==> src/rtl/core/framed_packet_receiver_top_macros.svh <==
// assertion macros for the framed packet receiver
`ifndef FRAMED_PACKET_RECEIVER_TOP_MACROS_SVH
`define FRAMED_PACKET_RECEIVER_TOP_MACROS_SVH

// same-cycle implication, disabled during reset
`define FPR_ASSERT_IMP(label, clk, rst_n, ante, cons, msg) \
  label: assert property (@(posedge clk) disable iff (!rst_n) (ante) |-> (cons)) \
    else $error(msg);

// next-cycle implication, disabled during reset
`define FPR_ASSERT_NXT(label, clk, rst_n, ante, cons, msg) \
  label: assert property (@(posedge clk) disable iff (!rst_n) (ante) |=> (cons)) \
    else $error(msg);

`endif

==> src/rtl/core/fpr_pkg.sv <==
// shared types and constants for the framed packet receiver
package fpr_pkg;

  typedef enum logic [1:0] {
    PH_HUNT = 2'd0,
    PH_LEN  = 2'd1,
    PH_BODY = 2'd2
  } phase_t;

  localparam logic [2:0] ST_IN_FRAME = 3'd0;
  localparam logic [2:0] ST_ACCEPT   = 3'd1;
  localparam logic [2:0] ST_CKSUM    = 3'd2;
  localparam logic [2:0] ST_BAD_LEN  = 3'd3;
  localparam logic [2:0] ST_GARBAGE  = 3'd4;

  localparam logic [7:0] TYPE_STORAGE = 8'h01;
  localparam logic [7:0] TYPE_SUPPLY  = 8'h02;
  localparam logic [7:0] TYPE_STOP    = 8'h04;
  localparam logic [7:0] TYPE_RESUME  = 8'h05;

  localparam logic [7:0] MIN_LEN      = 8'd5;
  localparam logic [7:0] DATA_MIN_LEN = 8'd6;
  localparam logic [7:0] CKSUM_BASE   = 8'hFF;

  localparam logic [7:0] POS_TYPE  = 8'd2;
  localparam logic [7:0] POS_DEST  = 8'd4;
  localparam logic [7:0] POS_DATA  = 8'd5;

  localparam logic       CFG_START = 1'b0;
  localparam logic       CFG_TEAM  = 1'b1;

  typedef struct packed {
    logic [2:0] status;
    logic [7:0] frame_kind;
    logic [7:0] storage_avail;
    logic [7:0] supply_avail;
    logic       stop_requested;
    logic       pause_pulse;
    logic       resume_pulse;
  } result_t;

endpackage

==> src/rtl/core/fpr_parser.sv <==
// frame parser state and per-byte next-state logic
module fpr_parser (
  input  logic            clk,
  input  logic            rst_n,
  input  logic            accept,
  input  logic [7:0]      in_byte,
  input  logic [7:0]      start_byte,
  input  logic [7:0]      team_address,
  output fpr_pkg::result_t res
);

  fpr_pkg::phase_t phase_r, phase_nxt;
  logic [7:0] byte_index_r, byte_index_nxt;
  logic [7:0] frame_length_r, frame_length_nxt;
  logic [7:0] running_sum_r, running_sum_nxt;
  logic [7:0] held_type_r, held_type_nxt;
  logic [7:0] held_dest_r, held_dest_nxt;
  logic [7:0] held_data_r, held_data_nxt;
  logic [7:0] storage_r, storage_nxt;
  logic [7:0] supply_r, supply_nxt;
  logic       stop_r, stop_nxt;
  logic [2:0] status;
  logic [7:0] kind;
  logic       pause;
  logic       resume;

  always_comb begin
    phase_nxt        = phase_r;
    byte_index_nxt   = byte_index_r;
    frame_length_nxt = frame_length_r;
    running_sum_nxt  = running_sum_r;
    held_type_nxt    = held_type_r;
    held_dest_nxt    = held_dest_r;
    held_data_nxt    = held_data_r;
    storage_nxt      = storage_r;
    supply_nxt       = supply_r;
    stop_nxt         = stop_r;
    status           = fpr_pkg::ST_IN_FRAME;
    kind             = 8'd0;
    pause            = 1'b0;
    resume           = 1'b0;
    case (phase_r)
      fpr_pkg::PH_LEN: begin
        if (in_byte < fpr_pkg::MIN_LEN) begin
          status    = fpr_pkg::ST_BAD_LEN;
          phase_nxt = fpr_pkg::PH_HUNT;
        end else begin
          frame_length_nxt = in_byte;
          running_sum_nxt  = in_byte;
          byte_index_nxt   = fpr_pkg::POS_TYPE;
          phase_nxt        = fpr_pkg::PH_BODY;
        end
      end
      fpr_pkg::PH_BODY: begin
        if (byte_index_r >= frame_length_r) begin
          kind      = held_type_r;
          phase_nxt = fpr_pkg::PH_HUNT;
          if (fpr_pkg::CKSUM_BASE - running_sum_r == in_byte) begin
            status = fpr_pkg::ST_ACCEPT;
            case (held_type_r)
              fpr_pkg::TYPE_STORAGE: begin
                if (frame_length_r >= fpr_pkg::DATA_MIN_LEN) storage_nxt = held_data_r;
              end
              fpr_pkg::TYPE_SUPPLY: begin
                if (frame_length_r >= fpr_pkg::DATA_MIN_LEN) supply_nxt = held_data_r;
              end
              fpr_pkg::TYPE_STOP: begin
                if (held_dest_r == team_address) begin
                  stop_nxt = 1'b1;
                  pause    = 1'b1;
                end
              end
              fpr_pkg::TYPE_RESUME: begin
                if (held_dest_r == team_address) begin
                  stop_nxt = 1'b0;
                  resume   = 1'b1;
                end
              end
              default: ;
            endcase
          end else begin
            status = fpr_pkg::ST_CKSUM;
          end
        end else begin
          running_sum_nxt = running_sum_r + in_byte;
          if (byte_index_r == fpr_pkg::POS_TYPE) held_type_nxt = in_byte;
          else if (byte_index_r == fpr_pkg::POS_DEST) held_dest_nxt = in_byte;
          else if (byte_index_r == fpr_pkg::POS_DATA) held_data_nxt = in_byte;
          byte_index_nxt = byte_index_r + 8'd1;
        end
      end
      default: begin
        if (in_byte == start_byte) begin
          phase_nxt = fpr_pkg::PH_LEN;
        end else begin
          phase_nxt = fpr_pkg::PH_HUNT;
          status    = fpr_pkg::ST_GARBAGE;
        end
      end
    endcase
  end

  always_comb begin
    res.status         = status;
    res.frame_kind     = kind;
    res.storage_avail  = storage_nxt;
    res.supply_avail   = supply_nxt;
    res.stop_requested = stop_nxt;
    res.pause_pulse    = pause;
    res.resume_pulse   = resume;
  end

  always_ff @(posedge clk) begin
    if (!rst_n) begin
      phase_r        <= fpr_pkg::PH_HUNT;
      byte_index_r   <= 8'd0;
      frame_length_r <= 8'd0;
      running_sum_r  <= 8'd0;
      held_type_r    <= 8'd0;
      held_dest_r    <= 8'd0;
      held_data_r    <= 8'd0;
      storage_r      <= 8'd0;
      supply_r       <= 8'd0;
      stop_r         <= 1'b0;
    end else if (accept) begin
      phase_r        <= phase_nxt;
      byte_index_r   <= byte_index_nxt;
      frame_length_r <= frame_length_nxt;
      running_sum_r  <= running_sum_nxt;
      held_type_r    <= held_type_nxt;
      held_dest_r    <= held_dest_nxt;
      held_data_r    <= held_data_nxt;
      storage_r      <= storage_nxt;
      supply_r       <= supply_nxt;
      stop_r         <= stop_nxt;
    end
  end

endmodule

==> src/rtl/core/fpr_out_reg.sv <==
// result register with stream handshake toward the sink
module fpr_out_reg (
  input  logic             clk,
  input  logic             rst_n,
  input  logic             load,
  input  fpr_pkg::result_t res_in,
  input  logic             out_tready,
  output logic             out_tvalid,
  output fpr_pkg::result_t res_out,
  output logic             can_load
);

  logic             valid_r, valid_nxt;
  fpr_pkg::result_t res_r;

  assign can_load  = !valid_r || out_tready;
  assign valid_nxt = load || (valid_r && !out_tready);

  always_ff @(posedge clk) begin
    if (!rst_n) begin
      valid_r <= 1'b0;
    end else begin
      valid_r <= valid_nxt;
    end
  end

  always_ff @(posedge clk) begin
    if (load) begin
      res_r <= res_in;
    end
  end

  assign out_tvalid = valid_r;
  assign res_out    = res_r;

endmodule

==> src/rtl/core/framed_packet_receiver_top.sv <==
// top level of the framed packet receiver
//
//   port group   dir  contents
//   in_*         in   one received byte per transaction
//   out_*        out  one status result per accepted byte
//   cfg_*        in   register writes: 0 start byte, 1 team address
//
// a byte per cycle unless stalled; a result appears the cycle after its byte is taken
// throughput is bounded only by the single result register
// in_tready drops only while a result is held and out_tready is low
// rst_n clears parser state and the result valid; start byte 95, team address 1
module framed_packet_receiver_top (
  input  logic        clk,
  input  logic        rst_n,
  input  logic        in_tvalid,
  output logic        in_tready,
  input  logic [7:0]  in_tdata,   // rx_byte
  output logic        out_tvalid,
  input  logic        out_tready,
  output logic [31:0] out_tdata,  // status, frame_kind, storage_avail, supply_avail,
                                  // stop_requested, pause_pulse, resume_pulse, zero fill
  input  logic        cfg_we,
  input  logic        cfg_index,
  input  logic [7:0]  cfg_wdata
);

  logic [7:0]       start_byte_r;
  logic [7:0]       team_address_r;
  logic             accept;
  logic             can_load;
  fpr_pkg::result_t res;
  fpr_pkg::result_t res_q;

  always_ff @(posedge clk) begin
    if (!rst_n) begin
      start_byte_r   <= 8'd95;
      team_address_r <= 8'd1;
    end else if (cfg_we) begin
      case (cfg_index)
        fpr_pkg::CFG_START: start_byte_r   <= cfg_wdata;
        fpr_pkg::CFG_TEAM:  team_address_r <= cfg_wdata;
        default: ;
      endcase
    end
  end

  assign in_tready = can_load;
  assign accept    = in_tvalid && can_load;

  fpr_parser u_parser (
    .clk          (clk),
    .rst_n        (rst_n),
    .accept       (accept),
    .in_byte      (in_tdata),
    .start_byte   (start_byte_r),
    .team_address (team_address_r),
    .res          (res)
  );

  fpr_out_reg u_out_reg (
    .clk        (clk),
    .rst_n      (rst_n),
    .load       (accept),
    .res_in     (res),
    .out_tready (out_tready),
    .out_tvalid (out_tvalid),
    .res_out    (res_q),
    .can_load   (can_load)
  );

  assign out_tdata = {2'b00, res_q.resume_pulse, res_q.pause_pulse, res_q.stop_requested,
                      res_q.supply_avail, res_q.storage_avail, res_q.frame_kind,
                      res_q.status};

`include "framed_packet_receiver_top_macros.svh"

  `FPR_ASSERT_NXT(a_byte_gives_result, clk, rst_n, in_tvalid && in_tready, out_tvalid, "accepted byte gave no result")
  `FPR_ASSERT_IMP(a_pause_sets_stop, clk, rst_n, out_tvalid && res_q.pause_pulse, res_q.stop_requested && !res_q.resume_pulse, "pause without stop flag")
  `FPR_ASSERT_IMP(a_resume_clears_stop, clk, rst_n, out_tvalid && res_q.resume_pulse, !res_q.stop_requested && res_q.status == fpr_pkg::ST_ACCEPT, "resume with stop flag set")
  `FPR_ASSERT_IMP(a_kind_on_frame_end, clk, rst_n, out_tvalid && res_q.frame_kind != 8'd0, res_q.status == fpr_pkg::ST_ACCEPT || res_q.status == fpr_pkg::ST_CKSUM, "frame kind outside frame end")

endmodule
==> config.mk <==
export PLATFORM = sky130hd
export DESIGN_NAME = framed_packet_receiver_top
export DESIGN_NICKNAME = d
export VERILOG_FILES = /design/src/rtl/core/fpr_pkg.sv /design/src/rtl/core/fpr_parser.sv /design/src/rtl/core/fpr_out_reg.sv /design/src/rtl/core/framed_packet_receiver_top.sv
export VERILOG_INCLUDE_DIRS = /design/src /design/src/rtl/core
export SDC_FILE = /design/constraint.sdc
export NUM_CORES = 1
export LEC_CHECK = 0
export BUFFER_PORTS_ARGS = -buffer_cell sky130_fd_sc_hd__buf_2
export CAP_MARGIN = 20
export CORE_ASPECT_RATIO = 0.8
export CORE_UTILIZATION = 45
export DETAILED_ROUTE_END_ITERATION = 8
export GPL_ROUTABILITY_DRIVEN = 0
export PLACE_DENSITY = 0.7
export SLEW_MARGIN = 20
export SYNTH_ARGS = -nofsm -noshare
export SYNTH_HDL_FRONTEND = slang
export SYNTH_HIERARCHICAL = 1
export SYNTH_SLANG_ARGS = --single-unit
==> constraint.sdc <==
create_clock -name clk -period 8.6 [get_ports clk]
set_input_delay 1.72 -clock clk [delete_from_list [all_inputs] [get_ports clk]]
set_output_delay 1.72 -clock clk [all_outputs]
set_load 0.1 [all_outputs]
# Yosys cells after proc, flatten, opt, wreduce, memory -nomap -nowiden
# Cells that the tools add are included.
# Widths: inputs -> output; s select.
[word_totals]
regBits = 114
wordCells = 96
output_inout_bits = 34
input_bits = 22
[classes]
magnitude_cmp = 3
n_mux = 32
n_addsub = 3
reduce_logical = 18
bitwise_logic = 5
eq_ne = 15
[ops]
columns = ["operator", "n"]
rows = [
  ["$mux 8", 14],
  ["$eq 8x3->1 const B", 4],
  ["$pmux 8 s2", 2],
  ["$eq 8x8->1", 3],
  ["$eq 8x2->1 const B", 2],
  ["$reduce_and 4->1", 4],
  ["$add 8x1->8 const B", 1],
  ["$add 8x8->8", 1],
  ["$eq 8x1->1 const B", 1],
  ["$ge 8x3->1 const B", 1],
  ["$ge 8x8->1", 1],
  ["$lt 8x3->1 const B", 1],
  ["$mux 2", 4],
  ["$reduce_and 2->1", 4],
  ["$sub 8x8->8 const A", 1],
  ["$mux 1", 7],
  ["$mux 3", 2],
  ["$pmux 3 s2", 1],
  ["$reduce_and 6->1", 1],
  ["$not 1->1", 5],
  ["$reduce_and 5->1", 1],
  ["$ne 2x2->1 const B", 2],
  ["$pmux 2 s2", 1],
  ["$reduce_and 3->1", 1],
  ["other kinds (8)", 11],
]

# Logic depth before layout (Yosys ltp)
[logic_depth]
depth_word = 6
ltp_mapped = 9
mapped_depth_nobuf = 9

# Cells and area by module
# Netlist, hierarchy kept.
[modules_own_cells]
columns = ["mod", "area_each_um2", "cells_per_inst", "seq_area_each_um2", "instances"]
rows = [
  ["fpr_parser", 3942.5, 434, 1341.3, 1],
  ["fpr_out_reg", 949.7, 34, 920.9, 1],
  ["framed_packet_receiver_top", 663.1, 74, 320.3, 1],
]

# Least setup slack after synthesis
# No wires, ideal clock.
[synth_timing]
kind = "input to register"
start = "input out_tready"
end = "register u_parser.held_type_r[7]"
arrival_ps = 4313
path_slack_ps = 4160
required_ps = 8472
cell_stages = 9
setup_time_ps = 128
n_path_buf = 2
path_cell_list = "nand2b_4 and2_1 clkbuf_1 inv_1 nor3_1 and4_1 buf_4 mux2i_1 nor2_1"
[synth_via]
elab_chain_cells = 3
[synth_rtl]
columns = ["element", "line", "source"]
rows = [
  ["start, declared", "framed_packet_receiver_top.sv:19", "input logic out_tready,"],
  ["$logic_or 1x1->1", "fpr_out_reg.sv:16", "assign can_load = !valid_r || out_tready;"],
  ["$logic_and 1x1->1", "framed_packet_receiver_top.sv:48", "assign accept = in_tvalid && can_load;"],
  ["via accept", "framed_packet_receiver_top.sv:29", "logic accept;"],
  ["$reduce_and 4->1 (no line)", "-", ""],
  ["end signal, assigned", "fpr_parser.sv:130", "held_type_r <= held_type_nxt;"],
  ["end, declared", "fpr_parser.sv:16", "logic [7:0] held_type_r, held_type_nxt;"],
]
# The timed path passes the listed nets, and every way through them passes these cells.
# A chain may end at the register's enable or synchronous reset.

# Worst setup path in the final report
[layout_timing]
start = "input out_tready"
end = "output in_tready"
[layout_via]
elab_chain_cells = 1
[layout_rtl]
columns = ["element", "line", "source"]
rows = [
  ["$logic_or 1x1->1", "fpr_out_reg.sv:16", ""],
  ["end, declared", "framed_packet_receiver_top.sv:16", "output logic in_tready,"],
]
# No other way between the ends.

==> impl_results.md <==
* Setup repair after global routing missed its margin: no
* Number of hold buffers added after CTS at 0
* DP Area at 0.00586 mm²
* Min Tclk post-route at 4050 ps
* Final critical-path share of the clock period at 0.471
* Routed via count divided by cell count at approximately 5.5
* Setup TNS after final layout at 0 ps
* Inserted Clock Buffers at 17
* Max transition margin at 0.405
* Clock root buffer: sky130_fd_sc_hd__clkbuf_16
* Number of vias after detailed routing at 4121
* Clk Latency, worst-skew pair at between 400 and 500 ps
* Port-buffer cells at 53
* Most frequent cells after synthesis: sky130_fd_sc_hd__dfxtp_1 (84), sky130_fd_sc_hd__nor2_1 (56), sky130_fd_sc_hd__mux2i_1 (48), sky130_fd_sc_hd__nand2_1 (42), sky130_fd_sc_hd__inv_1 (31)
* Biggest fanout along the worst timing path at 3
* Cell area after synthesis at ~0.0056 mm²
* Total global-route track usage at 0.215
* Global-route wire length before repair at 20900 µm
* Endpoint class of the critical path: primary output
* CP Class: input pin to primary output
* Post-route cell area at approximately 0.0064 mm²
* Power Total at 0.00136 W
* Leakage at 2.61 nW
* Number of max-cap violations at 0
* Final HPWL from detailed placement at around 8500 µm
* F_max at 247 MHz
* Average wire length per cell after detail routing at 17.2 µm
* Drt first-iter violations at 370
* Worst path setup slack after routing at 4550 ps
* Post-layout utilization of the core at 0.547
* Crit path arrival time at 2330 ps
* Height of the die at approximately 100 µm
* Clock buffer depth at 2
* Row Count at 35
* Setup fix buffers added after clock tree synthesis at 0
* Final wirelength at 12800 µm
* Main synth FF type: sky130_fd_sc_hd__dfxtp_1
* Final number of max-transition violations at 0
* Clock transition time at the flip-flop clock pins of the worst setup and hold paths at about 50 ps
* Synthesized area per cell at just over 10 µm²
* Clock Sink Count at between 100 and 150
* Status: finished clean
* Number of design rule violations left after detail routing at 0
* Core Footprint at between 0.01 and 0.015 mm²
* Post-place setup slack at 4230 ps
* Maximum number of pins on one net before global-route repair at 58
* Cell taking the most area after synthesis: sky130_fd_sc_hd__dfxtp_1
* Tightest Hold Check Type: flip-flop to flip-flop
* Number of cells upsized or downsized after cts at 0
* Final setup vio count at 0
* Final clock skew at roughly 8.6 ps
* Critical Path Start Type: input pin
* Count of different cell masters after synthesis at 64
* Initial Util at 0.472
* EDFF count, synth at 30
* Fin nets at 630
* Max IR drop VDD at 0.000138 V
* Number of diodes added for antenna fixing at 0
* Synthesized instance count at 542
* Count of boundary I/O pins at 56
* Full die area at 0.0128 mm²
* Clock tree from TritonCTS: yes
* Number of antenna violations at the first check in global routing at 0
* Max FFs per register at 30
* Layout overhead on the synthesized area at 16.0%
* Post-synthesis sequential element count at 114
* Fraction of registers with async set or reset after synthesis at 0
* Count of nets left with antenna violations after detail routing at 0
* Number of warnings reported in the yosys synthesis log at 6
* Share of the synthesized area in the top cell type at 0.303
* Library cell with the highest instance count after synthesis: sky130_fd_sc_hd__dfxtp_1
* Actual transition at the worst max-transition pin at 893 ps
* Required time at the endpoint of the critical path at ~7000 ps
* Layout cell share with drive strength beyond 1 at 0.207
* Cells taking the most area after synthesis: sky130_fd_sc_hd__dfxtp_1 (30%), sky130_fd_sc_hd__edfxtp_1 (16%), sky130_fd_sc_hd__mux2i_1 (8.6%)
* Number of detailed-routing iterations run before antenna repair at 5
* Power per cell area at 212 mW/mm²
* CTS H-Tree Depth at 4
* Total gr overflow at 0
* Number of global-route vias before repair at 4006
* Part of the Yosys area used for sequential elements at 0.465
* Number of fill cells in the layout at a little over 1000
* Overall die width at 126 µm
* Final-report hold violation count at 0
-- report_power, final --
group          total, W  internal [W]  switching (W)  leakage [nW]
clock network  0.000690      0.000444       0.000246         0.280
logic          0.000108     0.0000199      0.0000884          1.34
registers      0.000566      0.000561     0.00000481         0.983
total           0.00136       0.00103       0.000340          2.61
-- cells in the final DEF (no fill, tap or decap), types with 4 or more instances in the layout --
master / instances
sky130_fd_sc_hd__clkinv_2: 4
sky130_fd_sc_hd__xor2_1: 16
sky130_fd_sc_hd__nand3_1: 8
sky130_fd_sc_hd__edfxtp_1: 30
sky130_fd_sc_hd__nand3b_1: 7
sky130_fd_sc_hd__mux2i_1: 48
sky130_fd_sc_hd__nand2_1: 42
sky130_fd_sc_hd__mux2_2: 16
sky130_fd_sc_hd__buf_2: 53
sky130_fd_sc_hd__xnor2_1: 9
sky130_fd_sc_hd__a21oi_1: 23
sky130_fd_sc_hd__nor4_1: 4
sky130_fd_sc_hd__ha_1: 21
sky130_fd_sc_hd__o211ai_1: 8
sky130_fd_sc_hd__clkbuf_16: 17
sky130_fd_sc_hd__nor2_1: 56
sky130_fd_sc_hd__a2111oi_2: 4
sky130_fd_sc_hd__nand4_1: 11
sky130_fd_sc_hd__inv_1: 31
sky130_fd_sc_hd__nor2b_1: 4
sky130_fd_sc_hd__a21o_1: 5
sky130_fd_sc_hd__o21ai_0: 9
sky130_fd_sc_hd__nor3_1: 7
sky130_fd_sc_hd__and3_1: 8
sky130_fd_sc_hd__o21ai_1: 7
sky130_fd_sc_hd__dfxtp_1: 84
-- metal layers --
metal / global-route usage / wire length, µm / vias to the layer above / share of wire
li1: - / - / 2008 / -
met1: 0.296 / 6280 / 1952 / 0.49
met2: 0.323 / 5450 / 146 / 0.42
met3: 0.0602 / 944 / 15 / 0.074
met4: 0.0816 / 150 / 0 / 0.012
met5: 0 / 0 / - / 0
-- final timing paths --
check	slack, ps	depth (start not counted)	start	endpoint
setup / recovery	4550	3	out_tready	in_tready
hold / removal	460	2	team_address_r[3]	team_address_r[3]
setup reg to reg	5440	8	u_parser/byte_index_r[0]	u_parser/running_sum_r[4]
hold reg to reg	460	2	team_address_r[3]	team_address_r[3]
-- critical path: stages --
cell and delay (ps):
sky130_fd_sc_hd__buf_2 70, sky130_fd_sc_hd__nand2b_4 110, sky130_fd_sc_hd__buf_2 420
-- cell families after synthesis --
logic type	Yosys count	share of synthesized area
muxes	64	0.119
AOI/OAI and AO/OA	82	0.109
and+or+nand+nor	170	0.164
buffers and inverters	64	0.0520
xor gates and xnor gates	25	0.0394
other	1	0.000675
DFF	114	0.465
adders and majority gates	22	0.0509
-- area by class of cell --
cell class                 instances  area [µm²]  area share
inverter                          32         120      0.0186
sequential                       114        2580       0.401
tap                              148         185      0.0287
clock buffer                      21         470      0.0730
multi-input combinational        365        2690       0.417
timing repair buffer              56         288      0.0447
clock inverter                    11         110      0.0171
-- per-stage QoR --
step | hold slack [ps] | std cells
floorplan | 436 | 543
global placement | 447 | 715
detailed placement | 459 | 715
CTS | 467 | 747
global route | 480 | 747
finish | 462 | 747
Power figures use the tool's default switching activity.
